==> config.mk <==
export PLATFORM = sky130hd
export DESIGN_NAME = button_trigger_event_fsm
export DESIGN_NICKNAME = d
export VERILOG_FILES = /design/src/sv/btev_pkg.sv /design/src/sv/btev_cell.sv /design/src/sv/button_trigger_event_fsm.sv
export SDC_FILE = /design/constraint.sdc
export NUM_CORES = 1
export LEC_CHECK = 0
export ABC_CLOCK_PERIOD_IN_PS = 3400
export BUFFER_PORTS_ARGS = -buffer_cell sky130_fd_sc_hd__buf_2
export CAP_MARGIN = 20
export CELL_PAD_IN_SITES_DETAIL_PLACEMENT = 0
export CELL_PAD_IN_SITES_GLOBAL_PLACEMENT = 1
export CORE_UTILIZATION = 47
export DETAILED_ROUTE_END_ITERATION = 16
export HOLD_SLACK_MARGIN = 0.15
export PLACE_DENSITY_LB_ADDON = 0.1
export RECOVER_POWER = 25
export SLEW_MARGIN = 20
export SYNTH_ARGS = -nofsm -noshare
export SYNTH_HDL_FRONTEND = slang
export SYNTH_SLANG_ARGS = --single-unit
export TNS_END_PERCENT = 10
==> constraint.sdc <==
create_clock -name i_clk -period 3.4 [get_ports i_clk]
set_input_delay 1.02 -clock i_clk [delete_from_list [all_inputs] [get_ports i_clk]]
set_output_delay 1.02 -clock i_clk [all_outputs]
set_load 0.02 [all_outputs]
==> src/sv/btev_pkg.sv <==
// Package: constants, codes and types of the button trigger event detector.
`timescale 1ns / 1ps

package btev_pkg;

    localparam int NUM_BUTTONS = 7;
    localparam int LEVEL_W     = 7;
    localparam int DATA_W      = 8;
    localparam int TIME_W      = 16;
    localparam int MODE_W      = 2;
    localparam int CFG_W       = MODE_W + TIME_W;
    localparam int CFG_IDX_W   = 3;

    // Item kinds carried on tuser
    localparam logic OP_SAMPLE = 1'b0;
    localparam logic OP_TICK   = 1'b1;

    typedef enum logic [2:0] {
        PH_IDLE       = 3'd0,
        PH_HOLD_WAIT  = 3'd1,
        PH_HOLD_FIRED = 3'd2,
        PH_REL_WAIT   = 3'd3,
        PH_REL_READY  = 3'd4
    } t_phase;

    typedef enum logic [MODE_W-1:0] {
        MODE_UNKNOWN = 2'd0,
        MODE_CHANGE  = 2'd1,
        MODE_HOLD    = 2'd2,
        MODE_RELEASE = 2'd3
    } t_mode;

    // One accepted item as seen by a single button
    typedef struct packed {
        logic acc;
        logic tick;
        logic chg;
        logic pressed;
    } t_cell_item;

    // Register write aimed at a single button
    typedef struct packed {
        logic              we;
        t_mode             mode;
        logic [TIME_W-1:0] ms;
    } t_cell_cfg;

endpackage

==> src/sv/btev_cell.sv <==
// Per-button trigger state machine, countdown and trigger register.
`timescale 1ns / 1ps

module btev_cell (
    input  logic                i_clk,
    input  logic                i_rst_n,
    input  btev_pkg::t_cell_cfg  i_cfg,
    input  btev_pkg::t_cell_item i_item,
    output logic                o_fired
);
    import btev_pkg::*;

    t_mode             r_mode;
    logic [TIME_W-1:0] r_time;
    t_phase            r_phase, n_phase;
    logic [TIME_W-1:0] r_count, n_count;

    // Next state
    always_comb begin
        n_phase = r_phase;
        n_count = r_count;
        if (i_item.tick) begin
            if (r_phase == PH_HOLD_WAIT || r_phase == PH_REL_WAIT) begin
                if (r_count > TIME_W'(1)) begin
                    n_count = r_count - TIME_W'(1);
                end else begin
                    n_count = '0;
                    n_phase = (r_phase == PH_HOLD_WAIT) ? PH_HOLD_FIRED : PH_REL_READY;
                end
            end
        end else if (i_item.chg) begin
            unique case (r_mode)
                MODE_CHANGE: begin
                end
                MODE_HOLD: begin
                    if (!i_item.pressed) begin
                        n_phase = PH_IDLE;
                        n_count = '0;
                    end else if (r_phase == PH_IDLE) begin
                        n_phase = (r_time == '0) ? PH_HOLD_FIRED : PH_HOLD_WAIT;
                        n_count = r_time;
                    end
                end
                MODE_RELEASE: begin
                    if (i_item.pressed) begin
                        if (r_phase == PH_IDLE) begin
                            n_phase = (r_time == '0) ? PH_REL_READY : PH_REL_WAIT;
                            n_count = r_time;
                        end
                    end else if (r_phase == PH_REL_WAIT) begin
                        n_phase = PH_IDLE;
                        n_count = '0;
                    end else if (r_phase == PH_REL_READY) begin
                        n_phase = PH_IDLE;
                    end
                end
                default: begin
                    n_phase = PH_IDLE;
                    n_count = '0;
                end
            endcase
        end
    end

    // Event output
    always_comb begin
        o_fired = 1'b0;
        if (i_item.tick) begin
            o_fired = (r_phase == PH_HOLD_WAIT) && (r_count <= TIME_W'(1));
        end else if (i_item.chg) begin
            unique case (r_mode)
                MODE_CHANGE:  o_fired = 1'b1;
                MODE_HOLD:    o_fired = i_item.pressed && (r_phase == PH_IDLE)
                                        && (r_time == '0);
                MODE_RELEASE: o_fired = !i_item.pressed && (r_phase == PH_REL_READY);
                default:      o_fired = 1'b0;
            endcase
        end
    end

    always_ff @(posedge i_clk) begin
        if (!i_rst_n) begin
            r_mode  <= MODE_UNKNOWN;
            r_time  <= '0;
            r_phase <= PH_IDLE;
            r_count <= '0;
        end else if (i_cfg.we) begin
            // a mode change drops any running wait
            if (i_cfg.mode != r_mode) begin
                r_phase <= PH_IDLE;
                r_count <= '0;
            end
            r_mode <= i_cfg.mode;
            r_time <= i_cfg.ms;
        end else if (i_item.acc) begin
            r_phase <= n_phase;
            r_count <= n_count;
        end
    end

endmodule

==> src/sv/button_trigger_event_fsm.sv <==
// Top level of the button trigger event detector.
//
//  channel  | direction | handshake                        | payload
//  ---------+-----------+----------------------------------+------------------------------
//  s_axis   | in        | s_axis_tvalid / s_axis_tready    | tdata: levels; tuser: op
//  m_axis   | out       | m_axis_tvalid / m_axis_tready    | tdata: fired
//  cfg      | in        | i_cfg_valid / o_cfg_ready        | i_cfg_index, i_cfg_data
//
//  One item per clock unless the output stalls; each transfer updates every cell
//  not taking a register write, and its mask lands in the output register.
//  The output register is the only stage; s_axis_tready drops only while a
//  result is held and the downstream stalls. The config channel is always ready.
//  Reset (synchronous, active low) clears levels, phases, countdowns and
//  trigger registers; no clearing pass is needed.
`timescale 1ns / 1ps

module button_trigger_event_fsm (
    input  logic                            i_clk,
    input  logic                            i_rst_n,
    // input stream
    input  logic                            s_axis_tvalid,
    output logic                            s_axis_tready,
    input  logic [btev_pkg::DATA_W-1:0]      s_axis_tdata,  // [6:0] levels, [7] zero
    input  logic                            s_axis_tuser,  // [0] op
    // result stream
    output logic                            m_axis_tvalid,
    input  logic                            m_axis_tready,
    output logic [btev_pkg::DATA_W-1:0]      m_axis_tdata,  // [6:0] fired, [7] zero
    // configuration writes
    input  logic                            i_cfg_valid,
    output logic                            o_cfg_ready,
    input  logic [btev_pkg::CFG_IDX_W-1:0]   i_cfg_index,
    input  logic [btev_pkg::CFG_W-1:0]       i_cfg_data
);
    import btev_pkg::*;

    logic                   r_out_valid;
    logic [LEVEL_W-1:0]     r_fired;
    logic [LEVEL_W-1:0]     r_last;
    logic [LEVEL_W-1:0]     w_levels;
    logic [LEVEL_W-1:0]     w_changed;
    logic [LEVEL_W-1:0]     w_fired;
    logic [NUM_BUTTONS-1:0] w_cell_fired;
    logic                   w_acc;
    logic                   w_tick;

    // Accept whenever the output register is free or being emptied
    assign s_axis_tready = !r_out_valid || m_axis_tready;
    assign w_acc         = s_axis_tvalid && s_axis_tready;
    assign w_tick        = s_axis_tuser;
    assign w_levels      = s_axis_tdata[LEVEL_W-1:0];
    assign w_changed     = r_last ^ w_levels;
    assign o_cfg_ready   = 1'b1;

    // One cell per button; unused mask bits stay low
    always_comb begin
        w_fired = '0;
        for (int k = 0; k < LEVEL_W; k++) begin
            if (k < NUM_BUTTONS) begin
                w_fired[k] = w_cell_fired[k];
            end
        end
    end

    for (genvar g = 0; g < NUM_BUTTONS; g++) begin : g_cell
        t_cell_cfg  w_cfg;
        t_cell_item w_item;

        always_comb begin
            w_cfg.we        = i_cfg_valid && (i_cfg_index == CFG_IDX_W'(g));
            w_cfg.mode      = t_mode'(i_cfg_data[CFG_W-1:TIME_W]);
            w_cfg.ms        = i_cfg_data[TIME_W-1:0];
            w_item.acc      = w_acc;
            w_item.tick     = w_tick;
            w_item.chg      = !w_tick && w_changed[g];
            w_item.pressed  = w_levels[g];
        end

        btev_cell u_cell (
            .i_clk   (i_clk),
            .i_rst_n (i_rst_n),
            .i_cfg   (w_cfg),
            .i_item  (w_item),
            .o_fired (w_cell_fired[g])
        );
    end

    // Hold the previous sample; ticks leave it alone
    always_ff @(posedge i_clk) begin
        if (!i_rst_n) begin
            r_last <= '0;
        end else if (w_acc && !w_tick) begin
            r_last <= w_levels;
        end
    end

    // Output register: load on transfer in, drop once taken downstream
    always_ff @(posedge i_clk) begin
        if (!i_rst_n) begin
            r_out_valid <= 1'b0;
        end else if (w_acc) begin
            r_out_valid <= 1'b1;
        end else if (m_axis_tready) begin
            r_out_valid <= 1'b0;
        end
    end

    always_ff @(posedge i_clk) begin
        if (w_acc) begin
            r_fired <= w_fired;
        end
    end

    assign m_axis_tvalid = r_out_valid;
    assign m_axis_tdata  = {{(DATA_W-LEVEL_W){1'b0}}, r_fired};

endmodule

; Yosys cells after proc, flatten, opt, wreduce, memory -nomap -nowiden
; Cells that the tools add are included.
; W data, S select, Z words.
[classes]
eq_ne = 111
addsub = 7
n_mux = 226
n_reduce_logical = 105
magnitude_cmp = 14
bitwise_logic = 1
[op_table]
columns = operator, count
row1 = $mux W16, 77
row2 = $pmux W16 S3, 7
row3 = $mux W3, 105
row4 = $gt A16 B1 Y1 const B, 7
row5 = $le A16 B1 Y1 const B, 7
row6 = $logic_not A16 Y1, 7
row7 = $sub A16 B1 Y16 const B, 7
row8 = $ne A5 B3 Y1 const B, 21
row9 = $pmux W3 S3, 7
row10 = $reduce_and A9 Y1, 7
row11 = $logic_and A1 B1 Y1, 44
row12 = $ne A3 B2 Y1 const B, 14
row13 = $ne A6 B3 Y1 const B, 7
row14 = $reduce_and A6 Y1, 7
row15 = $eq A3 B3 Y1 const B, 10
row16 = $eq A2 B2 Y1 const B, 14
row17 = $eq A3 B2 Y1 const B, 9
row18 = $eq A3 B1 Y1 const B, 8
row19 = $logic_not A3 Y1, 8
row20 = $ne A3 B1 Y1 const B, 7
row21 = $pmux W1 S3, 7
row22 = $reduce_bool A3 Y1, 7
row23 = $mux W1, 16
row24 = $reduce_bool A2 Y1, 8
row25 = other kinds (7), 46
[totals]
in_bits = 35
wordCells = 495
regBits = 274

; Logic depth before layout (Yosys ltp)
[logic_depth]
word_depth = 9
depth_mapped = 10
mapped_depth_nobuf = 8

; Cells and area by module
; Synthesis repeated with hierarchy kept, for this count alone.
[unflattened]
cells_unflattened = 1812
area_unflattened_um2 = 15584.9
[modules_own_cells]
columns = module, area_each_um2, cells_per_inst, n_inst
row1 = btev_cell (g_cell[3].u_cell ...), 2067.0, 241, 4
row2 = btev_cell (g_cell[0].u_cell ...), 2195.9, 258, 3
row3 = button_trigger_event_fsm, 729.4, 74, 1

; Worst setup path after synthesis
; No wires, ideal clock.
[synth_path]
path_kind = input-to-reg
from = input port s_axis_tuser
to = register g_cell[2].u_cell.r_count[5]
setup_slack_ns = 0.529
arrival_ns = 2.749
stages = 7
cell_sequence = buf_2 buf_4 o31a_1 o41ai_2 a21oi_1 clkbuf_1 a221o_1
[synth_between]
elab_chain_len = 4
word_cells_on_any_way = 10
classes_between = eq/ne (3) / mux (3) / reduce/logical (4)
[synth_lines]
columns = element, line
row1 = start: declaration, button_trigger_event_fsm.sv:24  ; input logic s_axis_tuser,
row2 = $logic_not A1 Y1, button_trigger_event_fsm.sv:75  ; w_item.chg = !w_tick && w_changed[g];
row3 = $logic_and A1 B1 Y1, button_trigger_event_fsm.sv:75
row4 = $reduce_bool A3 Y1 (no source line), n/a
row5 = $reduce_and A6 Y1 (no source line), n/a
row6 = end signal: assignment, btev_cell.sv:97  ; r_count <= n_count;
row7 = end: declaration, btev_cell.sv:16  ; logic [TIME_W-1:0] r_count, n_count;
; Several ways; a longest one is shown, not always the timed one. The select of a mux whose other input is x is not followed.
; A chain may end at the register's enable or synchronous reset.

; Worst setup path in the final report
[layout_path]
from = input port i_cfg_index[1] in the netlist's numbering
to = register g_cell[3].u_cell.r_phase[2]
[layout_between]
elab_chain_len = 4
word_cells_on_any_way = 13
classes_between = eq/ne (8) / mux (1) / reduce/logical (4)
[layout_lines]
columns = element, line
row1 = start: declaration, button_trigger_event_fsm.sv:32  ; input logic [btev_pkg::CFG_IDX_W-1:0] i_cfg_index,
row2 = $eq A3 B2 Y1 *, button_trigger_event_fsm.sv:70  ; w_cfg.we = i_cfg_valid && (i_cfg_index == CFG_IDX_W'(g));
row3 = $logic_and A1 B1 Y1 *, button_trigger_event_fsm.sv:70
row4 = "$ne A6 B3 Y1 (no source line), or another cell as far along", n/a
row5 = $reduce_and A9 Y1 (no source line), n/a
row6 = end signal: assignment, btev_cell.sv:96  ; r_phase <= n_phase;
row7 = end: declaration, btev_cell.sv:15  ; t_phase r_phase, n_phase;
; Every way passes the cells marked *; elsewhere a longest branch is shown, timed or not.

==> reports/metrics.cfg <==
[setup_path]
cp_slowest_cell=clkbuf_1
regToRegSetupSlack_ns=0.67
crit_top_cell=clkbuf_1
cp_cell_sequence=clkbuf_1 > clkbuf_1 > nand4b_1 > clkbuf_1 > nand2_1 > nor3_1 > o21ai_1 > mux2i_1
critPathCaptureType=flop
required_ns=3.84
crit_path_max_fanout=21
crit_path_start_kind=primary input
critPathKind=primary input to flop
cp.arrival_ns=3.39
slowest_delay_ns=0.46
worstRegToRegCells=9

[placed_design]
placed_area_sq_um=15100
gp_congestion=0.891
port_buffers=42
dp_hpwl_microns=30700

[finish]
fin_util_pct=54.1
final_nets=1925
multi_input_area_sq_um=8160
n_fill_cell=2880
drive_gt1_share_pct=9.64
final-seq-area_sq_um=5560
area_growth_pct=12.7
design_area_sq_um=16200
n_antenna_cell=0

[sta]
clock_skew_ns=0.0216
fin_crit_ns=2.96
max_clock_freq_mhz=338
slew_viol_final=0
tightestPinTransition_ns=1.28
setup_viol=0
period_share_pct=87.0
relSlewSlack_pct=14.7
finalSetupTns_ns=0
rsz0062_at_grt=no
finalHoldViolCount=0

[power_and_ir_drop]
power_leakage_nw=5.84
power_mw=7.46
power_density_nw_per_um2=461
vdd_drop_max_mv=0.414

[worst_hold_path]
hold_class=flop to flop
min_path_cells=2

[clock_tree]
post_cts_buffers=0
ctsResizeCount=0
cts_inserted_buffers=34
cts.clk_slew.worst_paths_ns=0.05
clk_latency_ns=0.51
htree_levels=2
tritoncts=done
clockBufferDepth=3
cts_hold_buf=0
cts_sinks=274
cts_root_buffer=clkbuf_16

[logic_synthesis]
seq_area_frac_synth_pct=38.7
yosysTopAreaCell=dfxtp_1
synth_common_cells=nand2_1, dfxtp_1, a21oi_1
syn_area_sq_um=14400
yosys_warnings=0
yosysMostFrequentCell=nand2_1
synth_top_area_share_pct=37.2
ys_seq_elements=274
synth-edff-count=7
syn-num-nets=1903
synth_flop_cell=dfxtp_1
syn_area_per_cell_sq_um=7.74
synth_cell_type_count=87
synthArstFlopShare_pct=0
synth_area_leaders=dfxtp_1, nand2_1, a21oi_1
synthCells=1854

[grt]
gr-total-overflow=0
grt_max_degree=56
grt_antenna_before_repair=0
grt_first_pass_wirelength_microns=70700
grt_pass1_vias=12831
grt_usage_pct=28.5

[run]
max_cap_viol_count=0

[outcome]
status=complete, no violations

[floorplan]
row_count=63
initial_core_util_pct=48.0
io_pins=46
dieArea_sq_um=31200
die_h_microns=177
design.core.area_sq_um=29900
fp.dieW_microns=177

[routing]
vias=13896
drt_first_pass_iters=5
drtIter0Drc=1069
wire_per_inst_microns=19.5
wl_microns=44700
viasPerCell=6.07
drc=0
ant_nets=0

==> flip-flops by register name, summed over array words and instances (netlist names) <==
| name | cells |
|---|---|
| r_fired | 7 |
| g_cell.u_cell.r_time | 112 |
| g_cell.u_cell.r_count | 112 |
| g_cell.u_cell.r_phase | 21 |
| m_axis_tvalid | 1 |
| r_last | 7 |
| g_cell.u_cell.r_mode | 14 |
==> worst max-delay path, delay by kind of cell <==
kind | cells | cell delay [ns]
compound gates | 1 | 0.38
buf+inv | 3 | 1.17
simple gates | 3 | 0.60
mux | 1 | 0.23
==> kinds of logic after synthesis <==
family	synth area share, %
XOR/XNOR	3.05
adder cells (fa/ha/maj)	1.22
multiplexers	1.12
flip-flops	38.7
AO/OA/AOI/OAI	25.1
buffers and inverters	4.55
other	0.0523
AND/OR/NAND/NOR	26.2
==> report_power, final <==
| part | total [mW] | switching (mW) | internal (mW) |
|---|---|---|---|
| Combinational | 0.563 | 0.384 | 0.178 |
| Clock | 3.58 | 1.42 | 2.16 |
| Sequential | 3.32 | 0.0466 | 3.27 |
==> path summary, 6_finish.rpt <==
kind | start | endpoint
worst max-delay path | i_cfg_index[1] | g_cell[3].u_cell.r_phase[2]$_SDFFE_PN0P_
worst min-delay path | g_cell[2].u_cell.r_time[13]$_SDFFE_PN0P_ | g_cell[2].u_cell.r_time[13]$_SDFFE_PN0P_
worst max register to register | m_axis_tvalid$_SDFFE_PN0P_ | g_cell[6].u_cell.r_count[14]$_SDFFE_PN0P_
worst min register to register | g_cell[2].u_cell.r_time[13]$_SDFFE_PN0P_ | g_cell[2].u_cell.r_time[13]$_SDFFE_PN0P_
==> layout by cell type (no fill, tap or decap), types with 13 or more instances in the layout <==
cell type  instances
buf_2             41
xor2_1            24
or3_1             14
xnor2_1           26
nor3_1            49
inv_1             44
nor2_1           102
nand3_1           36
buf_4             52
o2bb2ai_1         18
dfxtp_1          267
a21oi_1          191
o41ai_1           13
nand2_1          398
nor4_1            53
a32oi_1           13
ha_1              14
clkbuf_1          18
o21ai_0          100
o31ai_1           22
o21ai_1           14
a22o_1            22
clkbuf_16         36
o22ai_1           21
a22oi_1           28
mux2i_1           16
==> final cells by class <==
type | instances | area share, %
Clock buffer | 50 | 6.33
Clock inverter | 9 | 0.526
Inverter | 45 | 1.06
Multi-Input combinational cell | 1414 | 50.5
Sequential cell | 274 | 34.3
Tap cell | 390 | 3.02
Timing Repair Buffer | 107 | 4.25
==> through the flow <==
step                      std cells  setup slack [ns]  hold slack [ns]
final                          2289             0.441            0.471
after detailed placement       2230             0.141            0.464
after CTS                      2289             0.654            0.472
after floorplan                1854             0.529            0.441
after global routing           2289             0.310            0.491
after global placement         2229            0.0147            0.457
==> routing by layer <==
| layer | share of wire, % | global-route usage, % |
|---|---|---|
| met3 | 6.1 | 4.06 |
| met2 | 45 | 46.1 |
| met1 | 46 | 38.8 |
| met4 | 3.0 | 9.59 |
| met5 | 0 | 0 |
Power figures use the tool's default switching activity.
